===== config.mk =====
export PLATFORM = sky130hd
export DESIGN_NAME = distance_vector_table_update
export DESIGN_NICKNAME = d
export VERILOG_FILES = /design/src/design/dvtu_pkg.sv /design/src/design/dvtu_seq.sv /design/src/design/dvtu_dp.sv /design/src/design/distance_vector_table_update.sv
export SDC_FILE = /design/constraint.sdc
export NUM_CORES = 1
export LEC_CHECK = 0
export BUFFER_PORTS_ARGS = -buffer_cell sky130_fd_sc_hd__buf_2
export CORE_ASPECT_RATIO = 2
export CORE_MARGIN = 3
export CORE_UTILIZATION = 45
export CTS_BUF_LIST = sky130_fd_sc_hd__clkbuf_4 sky130_fd_sc_hd__clkbuf_8
export CTS_CLUSTER_DIAMETER = 80
export DETAILED_ROUTE_END_ITERATION = 12
export PLACE_DENSITY = 0.67
export SKIP_LAST_GASP = 1
export SLEW_MARGIN = 20
export SYNTH_ARGS = -nofsm -noshare
export SYNTH_HDL_FRONTEND = slang
export SYNTH_SLANG_ARGS = --single-unit

===== constraint.sdc =====
create_clock -name clk -period 20.3 [get_ports clk]
set_input_delay 3.045 -clock clk [delete_from_list [all_inputs] [get_ports clk]]
set_output_delay 3.045 -clock clk [all_outputs]
set_load 0.02 [all_outputs]

===== src/design/dvtu_pkg.sv =====
`timescale 1ns / 1ps

package dvtu_pkg;

	// Table geometry
	localparam int NODE_COUNT  = 4;
	localparam int NODE_W      = 2;
	localparam int IDX_W       = 2 * NODE_W;
	localparam int TABLE_DEPTH = NODE_COUNT * NODE_COUNT;
	localparam int COST_W      = 16;
	localparam logic [COST_W-1:0] COST_MAX  = {COST_W{1'b1}};
	localparam logic [NODE_W-1:0] NODE_LAST = NODE_W'(NODE_COUNT - 1);

	// Stream widths
	localparam int IN_DATA_W  = 88;
	localparam int IN_USER_W  = 1;
	localparam int OUT_DATA_W = 64;
	localparam int OUT_USER_W = 3;

	// Item kinds
	localparam logic OP_LOAD   = 1'b0;
	localparam logic OP_PACKET = 1'b1;

	typedef enum logic [1:0] {
		ST_OK         = 2'd0,
		ST_WRONG_DEST = 2'd1,
		ST_FROM_SELF  = 2'd2
	} status_t;

	// Program counter and entry points
	localparam int PC_W = 4;
	localparam logic [PC_W-1:0] PC_LOAD     = 4'd0;
	localparam logic [PC_W-1:0] PC_ROW      = 4'd1;
	localparam logic [PC_W-1:0] PC_RELAX    = 4'd3;
	localparam logic [PC_W-1:0] PC_RELAX_J  = 4'd5;
	localparam logic [PC_W-1:0] PC_SYM      = 4'd8;
	localparam logic [PC_W-1:0] PC_OUT      = 4'd11;
	localparam logic [PC_W-1:0] PC_SYM_WR   = 4'd14;

	// Table read selection (read data is registered)
	typedef enum logic [2:0] {
		RD_NONE,
		RD_ROW,
		RD_OWN,
		RD_RELAX,
		RD_SYM
	} rd_t;

	// Datapath action
	typedef enum logic [3:0] {
		DP_NOP,
		DP_LOAD_WR,
		DP_ROW_CMP,
		DP_ACC_LD,
		DP_RELAX,
		DP_ACC_WR,
		DP_SYM_CMP,
		DP_SYM_WR1,
		DP_SYM_WR2,
		DP_OUT_CAP
	} dp_op_t;

	// Row/column counter action
	typedef enum logic [2:0] {
		CNT_HOLD,
		CNT_INC_J,
		CNT_INC_I,
		CNT_INC_IJ,
		CNT_CLR
	} cnt_t;

	// Jump condition
	typedef enum logic [2:0] {
		JC_NEXT,
		JC_ALWAYS,
		JC_J_MORE,
		JC_I_MORE,
		JC_DIFF,
		JC_PAIR_MORE
	} jc_t;

	typedef struct packed {
		rd_t              rd;
		dp_op_t           op;
		cnt_t             cnt;
		jc_t              jc;
		logic [PC_W-1:0]  target;
		logic             fin;
	} ucode_t;

	// Sequencer to datapath
	typedef struct packed {
		rd_t               rd;
		dp_op_t            op;
		logic [NODE_W-1:0] i;
		logic [NODE_W-1:0] j;
	} ctl_t;

	// Captured input item
	typedef struct packed {
		logic [NODE_W-1:0]                  src;
		logic [NODE_COUNT-1:0][COST_W-1:0]  cost;
		logic [NODE_W-1:0]                  row;
		logic [NODE_W-1:0]                  col;
		logic [COST_W-1:0]                  value;
	} item_t;

	// Control store
	function automatic ucode_t ucode(input logic [PC_W-1:0] pc);
		ucode_t w;
		w.rd     = RD_NONE;
		w.op     = DP_NOP;
		w.cnt    = CNT_HOLD;
		w.jc     = JC_NEXT;
		w.target = '0;
		w.fin    = 1'b0;
		case (pc)
			// load: write one entry, then report
			4'd0: begin
				w.op = DP_LOAD_WR; w.jc = JC_ALWAYS; w.target = PC_OUT;
			end
			// merge advertised costs into the source row
			4'd1: begin
				w.rd = RD_ROW;
			end
			4'd2: begin
				w.op = DP_ROW_CMP; w.cnt = CNT_INC_J;
				w.jc = JC_J_MORE; w.target = PC_ROW;
			end
			// relax own column, one row at a time
			4'd3: begin
				w.rd = RD_OWN;
			end
			4'd4: begin
				w.op = DP_ACC_LD;
			end
			4'd5: begin
				w.rd = RD_RELAX;
			end
			4'd6: begin
				w.op = DP_RELAX; w.cnt = CNT_INC_J;
				w.jc = JC_J_MORE; w.target = PC_RELAX_J;
			end
			4'd7: begin
				w.op = DP_ACC_WR; w.cnt = CNT_INC_I;
				w.jc = JC_I_MORE; w.target = PC_RELAX;
			end
			// find first asymmetric pair
			4'd8: begin
				w.rd = RD_SYM;
			end
			4'd9: begin
				w.op = DP_SYM_CMP; w.jc = JC_DIFF; w.target = PC_SYM_WR;
			end
			// after the last pair the counters are back at zero: fall into read-out
			4'd10: begin
				w.cnt = CNT_INC_IJ; w.jc = JC_PAIR_MORE; w.target = PC_SYM;
			end
			// read out own column
			4'd11: begin
				w.rd = RD_OWN;
			end
			4'd12: begin
				w.op = DP_OUT_CAP; w.cnt = CNT_INC_I;
				w.jc = JC_I_MORE; w.target = PC_OUT;
			end
			4'd13: begin
				w.fin = 1'b1;
			end
			// settle the asymmetric pair, then report
			4'd14: begin
				w.op = DP_SYM_WR1;
			end
			4'd15: begin
				w.op = DP_SYM_WR2; w.cnt = CNT_CLR;
				w.jc = JC_ALWAYS; w.target = PC_OUT;
			end
			default: begin
				w.fin = 1'b1;
			end
		endcase
		return w;
	endfunction

endpackage


===== src/design/dvtu_seq.sv =====
`timescale 1ns / 1ps

module dvtu_seq (
	input  logic                         clk,
	input  logic                         arst_n,
	input  logic                         start,
	input  logic [dvtu_pkg::PC_W-1:0]    entry,
	input  logic                         out_busy,
	input  logic                         diff,
	output dvtu_pkg::ctl_t               ctl,
	output logic                         busy,
	output logic                         done
);

	logic                          busy_q;
	logic [dvtu_pkg::PC_W-1:0]     pc_q;
	logic [dvtu_pkg::NODE_W-1:0]   i_q;
	logic [dvtu_pkg::NODE_W-1:0]   j_q;
	logic [dvtu_pkg::NODE_W-1:0]   i_d;
	logic [dvtu_pkg::NODE_W-1:0]   j_d;
	logic [dvtu_pkg::NODE_W-1:0]   i_inc;
	logic [dvtu_pkg::NODE_W-1:0]   j_inc;
	logic                          i_last;
	logic                          j_last;
	logic                          taken;
	logic                          stall;
	dvtu_pkg::ucode_t              w;

	// Decode current control word
	always_comb begin
		w      = dvtu_pkg::ucode(pc_q);
		i_last = (i_q == dvtu_pkg::NODE_LAST);
		j_last = (j_q == dvtu_pkg::NODE_LAST);
		i_inc  = i_last ? '0 : i_q + 1'b1;
		j_inc  = j_last ? '0 : j_q + 1'b1;

		case (w.jc)
			dvtu_pkg::JC_NEXT:      taken = 1'b0;
			dvtu_pkg::JC_ALWAYS:    taken = 1'b1;
			dvtu_pkg::JC_J_MORE:    taken = !j_last;
			dvtu_pkg::JC_I_MORE:    taken = !i_last;
			dvtu_pkg::JC_DIFF:      taken = diff;
			dvtu_pkg::JC_PAIR_MORE: taken = !(i_last && j_last);
			default:                taken = 1'b0;
		endcase

		i_d = i_q;
		j_d = j_q;
		case (w.cnt)
			dvtu_pkg::CNT_HOLD: begin
			end
			dvtu_pkg::CNT_INC_J: begin
				j_d = j_inc;
			end
			dvtu_pkg::CNT_INC_I: begin
				i_d = i_inc;
			end
			dvtu_pkg::CNT_INC_IJ: begin
				j_d = j_inc;
				if (j_last) begin
					i_d = i_inc;
				end
			end
			dvtu_pkg::CNT_CLR: begin
				i_d = '0;
				j_d = '0;
			end
			default: begin
			end
		endcase

		stall  = w.fin && out_busy;
		done   = busy_q && w.fin && !out_busy;
		busy   = busy_q;
		ctl.rd = busy_q ? w.rd : dvtu_pkg::RD_NONE;
		ctl.op = busy_q ? w.op : dvtu_pkg::DP_NOP;
		ctl.i  = i_q;
		ctl.j  = j_q;
	end

	// Step counter and loop counters
	always_ff @(posedge clk or negedge arst_n) begin
		if (!arst_n) begin
			busy_q <= 1'b0;
			pc_q   <= '0;
			i_q    <= '0;
			j_q    <= '0;
		end else if (start) begin
			busy_q <= 1'b1;
			pc_q   <= entry;
			i_q    <= '0;
			j_q    <= '0;
		end else if (busy_q) begin
			if (done) begin
				busy_q <= 1'b0;
			end else if (!stall) begin
				pc_q <= taken ? w.target : pc_q + 1'b1;
				i_q  <= i_d;
				j_q  <= j_d;
			end
		end
	end

	// A new item never lands on a running program
	a_start_idle: assert property (@(posedge clk) disable iff (!arst_n)
		start |-> !busy_q)
		else $error("start while sequencer busy");

endmodule


===== src/design/dvtu_dp.sv =====
`timescale 1ns / 1ps

module dvtu_dp (
	input  logic                                               clk,
	input  logic                                               arst_n,
	input  logic                                               start,
	input  dvtu_pkg::ctl_t                                     ctl,
	input  dvtu_pkg::item_t                                    item,
	input  logic [dvtu_pkg::NODE_W-1:0]                        own_node,
	output logic                                               diff,
	output logic                                               changed,
	output logic [dvtu_pkg::NODE_COUNT-1:0][dvtu_pkg::COST_W-1:0] own_col
);

	logic [dvtu_pkg::COST_W-1:0]      mem [dvtu_pkg::TABLE_DEPTH];
	logic [dvtu_pkg::TABLE_DEPTH-1:0] valid_q;
	logic [dvtu_pkg::COST_W-1:0]      rda_q;
	logic [dvtu_pkg::COST_W-1:0]      rdb_q;
	logic [dvtu_pkg::COST_W-1:0]      acc_q;
	logic [dvtu_pkg::COST_W-1:0]      min_q;
	logic                             changed_q;
	logic [dvtu_pkg::NODE_COUNT-1:0][dvtu_pkg::COST_W-1:0] own_col_q;

	logic [dvtu_pkg::IDX_W-1:0]       ra;
	logic [dvtu_pkg::IDX_W-1:0]       rb;
	logic [dvtu_pkg::IDX_W-1:0]       wa;
	logic [dvtu_pkg::COST_W-1:0]      wd;
	logic                             we;
	logic [dvtu_pkg::COST_W-1:0]      cost_j;
	logic [dvtu_pkg::COST_W-1:0]      a_eff;
	logic [dvtu_pkg::COST_W-1:0]      b_eff;
	logic [dvtu_pkg::COST_W:0]        sum;
	logic [dvtu_pkg::COST_W-1:0]      cand;

	// Read address selection
	always_comb begin
		ra = '0;
		rb = '0;
		case (ctl.rd)
			dvtu_pkg::RD_NONE: begin
			end
			dvtu_pkg::RD_ROW: begin
				ra = {item.src, ctl.j};
			end
			dvtu_pkg::RD_OWN: begin
				ra = {ctl.i, own_node};
			end
			dvtu_pkg::RD_RELAX: begin
				ra = {ctl.i, ctl.j};
				rb = {ctl.j, own_node};
			end
			dvtu_pkg::RD_SYM: begin
				ra = {ctl.i, ctl.j};
				rb = {ctl.j, ctl.i};
			end
			default: begin
			end
		endcase
	end

	// Relaxation: the own-column entry of row i lives in acc_q until written back
	always_comb begin
		cost_j = item.cost[ctl.j];
		a_eff  = (ctl.j == own_node) ? acc_q : rda_q;
		b_eff  = (ctl.j == ctl.i) ? acc_q : rdb_q;
		sum    = {1'b0, a_eff} + {1'b0, b_eff};
		cand   = sum[dvtu_pkg::COST_W] ? dvtu_pkg::COST_MAX : sum[dvtu_pkg::COST_W-1:0];
		diff   = (rda_q != rdb_q);
	end

	// Write port selection
	always_comb begin
		we = 1'b0;
		wa = '0;
		wd = '0;
		case (ctl.op)
			dvtu_pkg::DP_LOAD_WR: begin
				we = 1'b1;
				wa = {item.row, item.col};
				wd = item.value;
			end
			dvtu_pkg::DP_ROW_CMP: begin
				we = (cost_j < rda_q);
				wa = {item.src, ctl.j};
				wd = cost_j;
			end
			dvtu_pkg::DP_ACC_WR: begin
				we = 1'b1;
				wa = {ctl.i, own_node};
				wd = acc_q;
			end
			dvtu_pkg::DP_SYM_WR1: begin
				we = 1'b1;
				wa = {ctl.i, ctl.j};
				wd = min_q;
			end
			dvtu_pkg::DP_SYM_WR2: begin
				we = 1'b1;
				wa = {ctl.j, ctl.i};
				wd = min_q;
			end
			default: begin
			end
		endcase
	end

	// Cost table: one write, two registered reads; unwritten entries read unreachable
	always_ff @(posedge clk) begin
		if (we) begin
			mem[wa] <= wd;
		end
		rda_q <= valid_q[ra] ? mem[ra] : dvtu_pkg::COST_MAX;
		rdb_q <= valid_q[rb] ? mem[rb] : dvtu_pkg::COST_MAX;
	end

	// Mark written entries
	always_ff @(posedge clk or negedge arst_n) begin
		if (!arst_n) begin
			valid_q <= '0;
		end else if (we) begin
			valid_q[wa] <= 1'b1;
		end
	end

	// Working registers
	always_ff @(posedge clk) begin
		case (ctl.op)
			dvtu_pkg::DP_ACC_LD: begin
				acc_q <= rda_q;
			end
			dvtu_pkg::DP_RELAX: begin
				if (cand < acc_q) begin
					acc_q <= cand;
				end
			end
			dvtu_pkg::DP_SYM_CMP: begin
				min_q <= (rda_q < rdb_q) ? rda_q : rdb_q;
			end
			dvtu_pkg::DP_OUT_CAP: begin
				own_col_q[ctl.i] <= rda_q;
			end
			default: begin
			end
		endcase
	end

	// Track whether the advertised row differs from the stored one
	always_ff @(posedge clk or negedge arst_n) begin
		if (!arst_n) begin
			changed_q <= 1'b0;
		end else if (start) begin
			changed_q <= 1'b0;
		end else if (ctl.op == dvtu_pkg::DP_ROW_CMP && cost_j != rda_q) begin
			changed_q <= 1'b1;
		end
	end

	assign changed = changed_q;
	assign own_col = own_col_q;

	// Relaxation never raises the running cost
	a_relax_mono: assert property (@(posedge clk) disable iff (!arst_n)
		ctl.op == dvtu_pkg::DP_RELAX |=> acc_q <= $past(acc_q))
		else $error("relaxation raised accumulated cost");

	// A differing advertised cost sets the change flag
	a_changed_set: assert property (@(posedge clk) disable iff (!arst_n)
		(ctl.op == dvtu_pkg::DP_ROW_CMP && cost_j != rda_q) |=> changed_q)
		else $error("change flag missed");

endmodule


===== src/design/distance_vector_table_update.sv =====
`timescale 1ns / 1ps

// Channel  Dir  Signals                          Contents
// s_       in   s_tvalid s_tready s_tdata s_tuser  one load or routing packet item
// m_       out  m_tvalid m_tready m_tdata m_tuser  status, change flag, own cost column
// cfg_     in   cfg_valid cfg_ready cfg_data       own node identity
//
// One item at a time; the program starts the cycle after accept.
// A valid packet's program length is set by the single-write, two-read cost table
// port: two steps per relaxation and three per symmetry check, over all 16 (row,
// intermediate) and (row, column) pairs.
// Reset: the cost table reads unreachable everywhere and own node is 0.
// A held result stalls the program on its last step until it is taken.

module distance_vector_table_update (
	input  logic                              clk,
	input  logic                              arst_n,
	input  logic                              s_tvalid,
	output logic                              s_tready,
	// source_node[1:0] dest_node[3:2] cost_0[19:4] cost_1[35:20] cost_2[51:36]
	// cost_3[67:52] entry_row[69:68] entry_col[71:70] entry_value[87:72]
	input  logic [dvtu_pkg::IN_DATA_W-1:0]    s_tdata,
	// opcode[0]
	input  logic [dvtu_pkg::IN_USER_W-1:0]    s_tuser,
	output logic                              m_tvalid,
	input  logic                              m_tready,
	// own_cost_0[15:0] own_cost_1[31:16] own_cost_2[47:32] own_cost_3[63:48]
	output logic [dvtu_pkg::OUT_DATA_W-1:0]   m_tdata,
	// status[1:0] changed[2]
	output logic [dvtu_pkg::OUT_USER_W-1:0]   m_tuser,
	input  logic                              cfg_valid,
	output logic                              cfg_ready,
	input  logic [dvtu_pkg::NODE_W-1:0]       cfg_data
);

	logic [dvtu_pkg::NODE_W-1:0]      own_node_q;
	dvtu_pkg::item_t                  item_d;
	dvtu_pkg::item_t                  item_q;
	logic [dvtu_pkg::NODE_W-1:0]      dst;
	logic                             opcode;
	dvtu_pkg::status_t                status_d;
	dvtu_pkg::status_t                status_q;
	logic [dvtu_pkg::PC_W-1:0]        entry;
	logic                             s_accept;
	logic                             busy;
	logic                             done;
	logic                             diff;
	logic                             changed;
	logic                             out_busy;
	dvtu_pkg::ctl_t                   ctl;
	logic [dvtu_pkg::NODE_COUNT-1:0][dvtu_pkg::COST_W-1:0] own_col;
	logic                             m_tvalid_q;
	logic [dvtu_pkg::OUT_DATA_W-1:0]  m_tdata_q;
	logic [dvtu_pkg::OUT_USER_W-1:0]  m_tuser_q;

	// Unpack the input item
	always_comb begin
		opcode     = s_tuser[0];
		item_d.src = s_tdata[1:0];
		dst        = s_tdata[3:2];
		for (int r = 0; r < dvtu_pkg::NODE_COUNT; r++) begin
			item_d.cost[r] = s_tdata[4 + r*dvtu_pkg::COST_W +: dvtu_pkg::COST_W];
		end
		item_d.row   = s_tdata[69:68];
		item_d.col   = s_tdata[71:70];
		item_d.value = s_tdata[87:72];
	end

	// Pick the program entry and status
	always_comb begin
		if (opcode == dvtu_pkg::OP_LOAD) begin
			entry    = dvtu_pkg::PC_LOAD;
			status_d = dvtu_pkg::ST_OK;
		end else if (dst != own_node_q) begin
			entry    = dvtu_pkg::PC_OUT;
			status_d = dvtu_pkg::ST_WRONG_DEST;
		end else if (item_d.src == own_node_q) begin
			entry    = dvtu_pkg::PC_OUT;
			status_d = dvtu_pkg::ST_FROM_SELF;
		end else begin
			entry    = dvtu_pkg::PC_ROW;
			status_d = dvtu_pkg::ST_OK;
		end
	end

	assign s_tready  = !busy;
	assign s_accept  = s_tvalid && s_tready;
	assign cfg_ready = 1'b1;
	assign out_busy  = m_tvalid_q && !m_tready;

	// Configuration register
	always_ff @(posedge clk or negedge arst_n) begin
		if (!arst_n) begin
			own_node_q <= '0;
		end else if (cfg_valid && cfg_ready) begin
			own_node_q <= cfg_data;
		end
	end

	// Hold the accepted item
	always_ff @(posedge clk) begin
		if (s_accept) begin
			item_q   <= item_d;
			status_q <= status_d;
		end
	end

	dvtu_seq u_seq (
		.clk      (clk),
		.arst_n   (arst_n),
		.start    (s_accept),
		.entry    (entry),
		.out_busy (out_busy),
		.diff     (diff),
		.ctl      (ctl),
		.busy     (busy),
		.done     (done)
	);

	dvtu_dp u_dp (
		.clk      (clk),
		.arst_n   (arst_n),
		.start    (s_accept),
		.ctl      (ctl),
		.item     (item_q),
		.own_node (own_node_q),
		.diff     (diff),
		.changed  (changed),
		.own_col  (own_col)
	);

	// Output register
	always_ff @(posedge clk or negedge arst_n) begin
		if (!arst_n) begin
			m_tvalid_q <= 1'b0;
		end else if (done) begin
			m_tvalid_q <= 1'b1;
		end else if (m_tready) begin
			m_tvalid_q <= 1'b0;
		end
	end

	always_ff @(posedge clk) begin
		if (done) begin
			m_tdata_q <= own_col;
			m_tuser_q <= {changed, status_q};
		end
	end

	assign m_tvalid = m_tvalid_q;
	assign m_tdata  = m_tdata_q;
	assign m_tuser  = m_tuser_q;

	// Accepted item starts the program
	a_accept_busy: assert property (@(posedge clk) disable iff (!arst_n)
		s_accept |=> busy)
		else $error("accepted item did not start the program");

	// A finished item never overwrites a held result
	a_no_overwrite: assert property (@(posedge clk) disable iff (!arst_n)
		done |-> (!m_tvalid_q || m_tready))
		else $error("result overwritten before taken");

endmodule

; ---- Word-level counts from Yosys, hierarchy flattened
; Memory sizes are Yosys's and may differ from the RTL's. A register that Yosys moved wholly into a read port is not among the register bits.
; Cells that the tools add are included.
[op_classes]
mul = 0
mux = 62
shifts = 0
eq_ne = 49
n_lt_le_gt_ge = 10
n_reduce_logical = 37
n_addsub = 4
n_div = 0
bitwise = 2
[ops]
columns = operator, n
row1 = two-way mux 16 bit, 7
row2 = bitwise mux 64 bit, 1
row3 = one-hot mux 16 bit (4 select lines), 1
row4 = one-hot mux 7 bit (7 select lines), 1
row5 = < comparator 16 bit, 3
row6 = == test 4 bit (second input constant), 10
row7 = two-way mux 4 bit, 9
row8 = one-hot mux 4 bit (9 select lines), 1
row9 = binary-select mux 16 bit (select 2 bit), 1
row10 = demux 16 bit (select 2 bit), 1
row11 = == test 4 x 3 -> 1 bit (second input constant), 8
row12 = inequality test 16 bit, 2
row13 = one-hot mux 16 bit (2 select lines), 1
row14 = two-way mux 2 bit, 12
row15 = one-hot mux 3 bit (4 select lines), 2
row16 = one-hot mux 4 bit (5 select lines), 1
row17 = == test 3 x 2 -> 1 bit (second input constant), 6
row18 = adder 16 x 16 -> 17 bit, 1
row19 = == test 4 x 2 -> 1 bit (second input constant), 4
row20 = OR 16 bit, 1
row21 = OR reduction 2 bit, 8
row22 = < comparator 4 x 5 -> 1 bit (second input constant), 3
row23 = two-way mux 1 bit, 14
row24 = == test 3 bit (second input constant), 4
row25 = other kinds (34), 62
[word_totals]
latchBits = 0
rom_bits = 0
inputBits = 96
ramBits = 256
out_inout_bits = 70
reg_bits = 280
n_memories = 1
elab_cells = 191
[mem_list]
columns = name, depth, word_bits, rd, rd_ports_with_merged_regs, write_ports, line_no
row1 = u_dp.mem, 16, 16, 2, 2, 1, dvtu_dp.sv:15  ; logic [dvtu_pkg::COST_W-1:0] mem [dvtu_pkg::TABLE_DEPTH];

; ---- Logic depth before layout (Yosys ltp)
[logic_depth]
depth_word = 10
depth_mapped = 24
ltp_nobuf = 20

; ---- Hierarchy
; From an unflattened synthesis, not the netlist that was laid out.
[hier_totals]
cells_unflattened = 2160
area_unflattened_um2 = 26751.9
[modules_own_cells]
columns = mod, area_each_um2, cells_per_inst, instances, seq_area_each_um2
row1 = dvtu_dp, 20876.3, 1854, 1, 11636.2
row2 = distance_vector_table_update, 4853.4, 176, 1, 4729.5
row3 = dvtu_seq, 1022.2, 130, 1, 225.2

; ---- Worst setup path before layout
; OpenSTA, ideal clock, no wires.
[synth_timing]
kind = input port to flip-flop
start = input m_tready
end = register m_tdata_q (netlist bit m_tdata[0]) (enable)
setup_ps = 516
arrival_time_ps = 6381
t_required_ps = 19784
path_slack_ps = 13403
cell_stages = 2
path_buffers = 0
path_cell_list = inv_1 a21oi_1
[synth_between]
elab_chain_len = 4
[synth_lines]
columns = element, line_no
row1 = start: declaration, distance_vector_table_update.sv:26  ; input logic m_tready,
row2 = zero test 1 bit, distance_vector_table_update.sv:89  ; assign out_busy = m_tvalid_q && !m_tready;
row3 = logical AND 1 bit, distance_vector_table_update.sv:89
row4 = zero test 1 bit, dvtu_seq.sv:73  ; done = busy_q && w.fin && !out_busy;
row5 = logical AND 1 bit, dvtu_seq.sv:73
row6 = via done, distance_vector_table_update.sv:46  ; logic done;
row7 = end signal: assignment, distance_vector_table_update.sv:145  ; m_tdata_q <= own_col;
row8 = end: declaration, distance_vector_table_update.sv:53  ; logic [dvtu_pkg::OUT_DATA_W-1:0] m_tdata_q;
; The timed path passes the listed nets, and every way through them passes these cells.
; A chain may end at the register's enable or synchronous reset.

; ---- Worst setup path in the final report
[layout_timing]
start = register u_seq.j_q[0] in the netlist's numbering
end = register u_dp.acc_q[4] in the netlist's numbering (enable)
[layout_between]
elab_chain_len = 7
word_cells_on_any_way = 9
classes_between = add/sub (1) / order compare (1) / eq/ne (3) / mux (3) / reduce/logical (1)
[layout_lines]
columns = element, line_no
row1 = start: declaration, dvtu_seq.sv:18  ; logic [dvtu_pkg::NODE_W-1:0] j_q;
row2 = start signal: assignment, dvtu_seq.sv:99  ; j_q <= j_d;
row3 = "== test 2 bit, on equally long branches", "dvtu_dp.sv:64, dvtu_dp.sv:65"
row4 = "two-way mux 16 bit, on equally long branches", "dvtu_dp.sv:64, dvtu_dp.sv:65"
row5 = adder 16 x 16 -> 17 bit *, dvtu_dp.sv:66  ; sum = {1'b0, a_eff} + {1'b0, b_eff};
row6 = two-way mux 16 bit *, dvtu_dp.sv:67  ; cand = sum[dvtu_pkg::COST_W] ? dvtu_pkg::COST_MAX : sum[dvtu_pkg::COST_W-1:0];
row7 = < comparator 16 bit *, dvtu_dp.sv:132  ; if (cand < acc_q) begin
row8 = inequality test 2 x 1 -> 1 bit (no source line) *, -
row9 = AND reduction 2 bit (no source line) *, -
row10 = end signal: assignment, dvtu_dp.sv:129  ; acc_q <= rda_q;
row11 = end signal: assignment, dvtu_dp.sv:133  ; acc_q <= cand;
row12 = end: declaration, dvtu_dp.sv:19  ; logic [dvtu_pkg::COST_W-1:0] acc_q;
; Mark *: on every way between the ends. The rest lies on a longest branch, timed or not.

==> metrics.txt <==
largest net degree at the start of global routing=99; io pins=between 150 and 200; CTS clk-pin slew, worst paths=80 ps; WL/cell=24.62 um; Initial Util=45.77%; Layout area overhead=12.58%; total number of vias=19760; clock sink total=between 500 and 600; Post-CTS Setup Inserts=0; Iter 0 DRT Violations=approximately 2400; initial antenna violation count=7; DRC=0; Primary FF master, synth=edfxtp_1; CP required=20640 ps; CTS Buffer Depth=3; placed insts=3122; post-place setup slack=approximately 13000 ps; Mapped Cells=approximately 2300; Slew Viols, Final=0; reg2reg path depth=21; setup slack, reg-to-reg=13660 ps; layout cells sized above 1=between 15 and 20%; die height=350.5 um; Hold Path End=m_tdata[61]$_DFFE_PP_; relative slew slack=18.00%; Final setup viols=0; Hold Path Cell Cnt=0; drt first pass iters=9; CP Launch Type=flop; syn_area_per_cell=roughly 12 sq um; number of synthesized flops with an enable pin=507; origin of the critical flop-to-flop path=u_seq.j_q[0]$_DFFE_PN0P_; post-synthesis sequential area ratio=62.14%; worst setup slack after layout=between 10000 and 15000 ps; worst-skew pair later-pin latency=690 ps; leakage=11.77 nW; Crit. End Element=flop; unrepaired setup endpoints after global routing=no; Fin. Hold Viols=0; Tightest Pin Transition=1230 ps; Fillers=4925; DR vias/cell=6.047; Post-synth ARST share=5.106%; FF-to-FF End=u_dp.acc_q[4]$_DFFE_PP_; status=finished, final reports clean; Power Density=171.4 mW/mm^2; Post-Route WL=80440 um; Fin Hold WS=approximately 410 ps; Mapped Area=0.02670 sq mm; ANT nets after route=0; Nets=between 2000 and 3000; skew final=48.37 ps; Rows=125; Post-CTS Hold Buffers=0; Mapped Nets=2454; # resized after CTS=0; synth unique cells=73; CTS H-Tree Depth=3; setup TNS=0 ps; CORE AREA=slightly below 0.06 sq mm; CTS tree=built; Num CTS Buffers=77; global-route wire length before repair=119300 um; total power=5.153 mW; crit share post-route=32.72%; hold path startpoint=u_dp.own_col[61]$_DFFE_PP_; Port Buffer Count=164; CP Max Fanout=31; Final HPWL DP=53490 um; Worst EP arrival=roughly 7000 ps; CP Class=reg -> reg; Die W=roughly 180 um; Placer Congestion=a little over 0.9; Tmin final=6642 ps; max-cap check violation count=0; f_max=approximately 150 MHz; vias in the first global route=around 20000; Clock Root Buffer=clkbuf_8; Die ar.=0.06247 sq mm; Overall Global Routing Usage=25.51%; Yosys reg bits=568; Peak supply drop=100.5 uV; fin cells=3267; Min-Delay Path Class=reg -> reg; total grt overflow=0; synth warn=0
-- critical path, stage by stage (launching register included) --
cell,delay [ps]
dfrtp_2,980
xor2_1,230
nor2_4,530
mux2_2,410
ha_1,220
fa_1,430
a211oi_1,370
o21bai_1,170
nand2_1,150
o21ai_0,220
a221oi_2,290
buf_4,300
o21ai_0,170
ha_1,330
a21o_1,160
a21o_1,160
a21oi_1,270
nand2_1,120
nor4b_1,280
a211oi_1,120
o21ai_1,130
buf_4,280
-- routing by layer --
layer  vias to the layer above  part of all wire (%)  track usage [%]
li1                       8735                     -                -
met1                      9662                    33            27.15
met2                      1064                    53            46.10
met3                       294                   7.3            3.758
met4                         0                   7.2            16.96
met5                         -                     0                0
-- cells in the mapped netlist, drive strengths merged (10+ instances only) --
cell,instances,area share [%]
nand2,531,7.5
edfxtp,507,57
nand3,125,2.3
and3,115,2.7
o21ai,114,2.1
clkbuf,73,1.0
ha,72,3.4
inv,66,0.93
a21oi,64,1.2
buf,63,1.2
mux2i,58,2.2
a21o,48,1.3
nor2,43,0.60
dfxtp,32,2.4
dfrtp,29,2.7
a31oi,26,0.61
and2,24,0.56
mux4,20,1.7
nand4,20,0.47
a211oi,19,0.58
a22o,19,0.62
nor3,18,0.39
a221o,17,0.64
o22ai,17,0.40
a41o,16,0.60
a32o,15,0.56
mux2,13,0.55
nor2b,12,0.28
xor2,11,0.36
nand2b,10,0.23
o31ai,10,0.28
xnor2,10,0.33
-- stage by stage --
stage / utilization, % / instance area [sq um]
6_report: 51.52 / 30060
5_1_grt: 51.52 / 30060
4_1_cts: 51.49 / 30040
3_5_place_dp: 48.59 / 28350
3_3_place_gp: 48.59 / 28340
2_1_floorplan: - / 26700
-- sequential cells by signal, summed over array words and instances (netlist names), 2 cells and up --
name and flops:
u_dp.acc_q 16, own_node_q 2, u_dp.own_col 64, status_q 2, m_tdata 64, u_dp.valid_q 16
u_seq.pc_q 4, u_seq.j_q 2, u_dp.rdb_q 16, u_dp.rda_q 16, u_seq.i_q 2, u_dp.min_q 16
item_q 86, u_dp.mem 256, m_tuser 3
-- logic make-up (layout without fill, tap and decap cells) --
logic type,Yosys count,count (layout),share of synthesized area [%]
AO/OA/AOI/OAI,407,407,10.36
XOR/XNOR,21,21,0.6889
adder cells (fa/ha/maj),73,73,3.449
buffers and inverters,203,420,3.135
flip-flops,568,568,62.14
multiplexers,91,91,4.410
other,1,4,0.01405
AND/OR/NAND/NOR,921,921,15.80
-- worst max-delay path by stage --
stage	from	endpoint	slack (ps)	cells after the start
floorplan	m_tready	m_tdata[0]$_DFFE_PP_	13400	2
global placement	u_seq.j_q[0]$_DFFE_PN0P_	u_dp.acc_q[15]$_DFFE_PP_	13570	21
detailed placement	u_seq.j_q[0]$_DFFE_PN0P_	u_dp.acc_q[15]$_DFFE_PP_	13450	21
CTS	u_seq.j_q[0]$_DFFE_PN0P_	u_dp.acc_q[1]$_DFFE_PP_	13430	21
global route	u_seq.j_q[0]$_DFFE_PN0P_	u_dp.acc_q[1]$_DFFE_PP_	13070	21
finish	u_seq.j_q[0]$_DFFE_PN0P_	u_dp.acc_q[4]$_DFFE_PP_	13660	21
-- cell usage in the layout (no fill, tap or decap), types with 10 or more instances in the layout --
cell type	n
and2_1	17
and3_1	114
o31ai_1	10
inv_1	65
xor2_1	11
ha_1	72
dfrtp_1	28
buf_2	164
o22ai_1	17
dfxtp_1	32
mux2_2	13
nor2_1	39
nand2_1	527
a21oi_1	62
edfxtp_1	507
mux2i_1	58
xnor2_1	10
a211oi_1	18
o21ai_0	112
a41o_1	16
a22o_1	19
nor2b_1	12
a21o_1	48
clkinv_1	18
a32o_1	14
a221o_1	17
nand4_1	20
clkbuf_4	15
a31oi_1	26
nand2b_1	10
clkinv_2	12
clkbuf_8	81
nor3_1	13
mux4_2	20
nand3_1	125
buf_4	46
-- area by class of cell --
type / instances / area, sq um / share of cell area, %
Clock inverter: 46 / 459.2 / 1.528
Clock buffer: 96 / 1227 / 4.084
Sequential cell: 568 / 16590 / 55.20
Timing Repair Buffer: 211 / 1177 / 3.917
Multi-Input combinational cell: 1514 / 9387 / 31.23
Antenna cell: 3 / 7.507 / 0.02498
Tap cell: 762 / 953.4 / 3.172
Inverter: 67 / 254.0 / 0.8450
-- power by group --
part / switching (mW) / leakage (nW) / internal (mW)
combinational: 1.58 / 5.64 / 0.892
clock: 0.449 / 0.870 / 0.518
sequential: 0.138 / 5.26 / 1.57
total: 2.17 / 11.8 / 2.98
No activity file was read; power rests on OpenSTA's default activity.
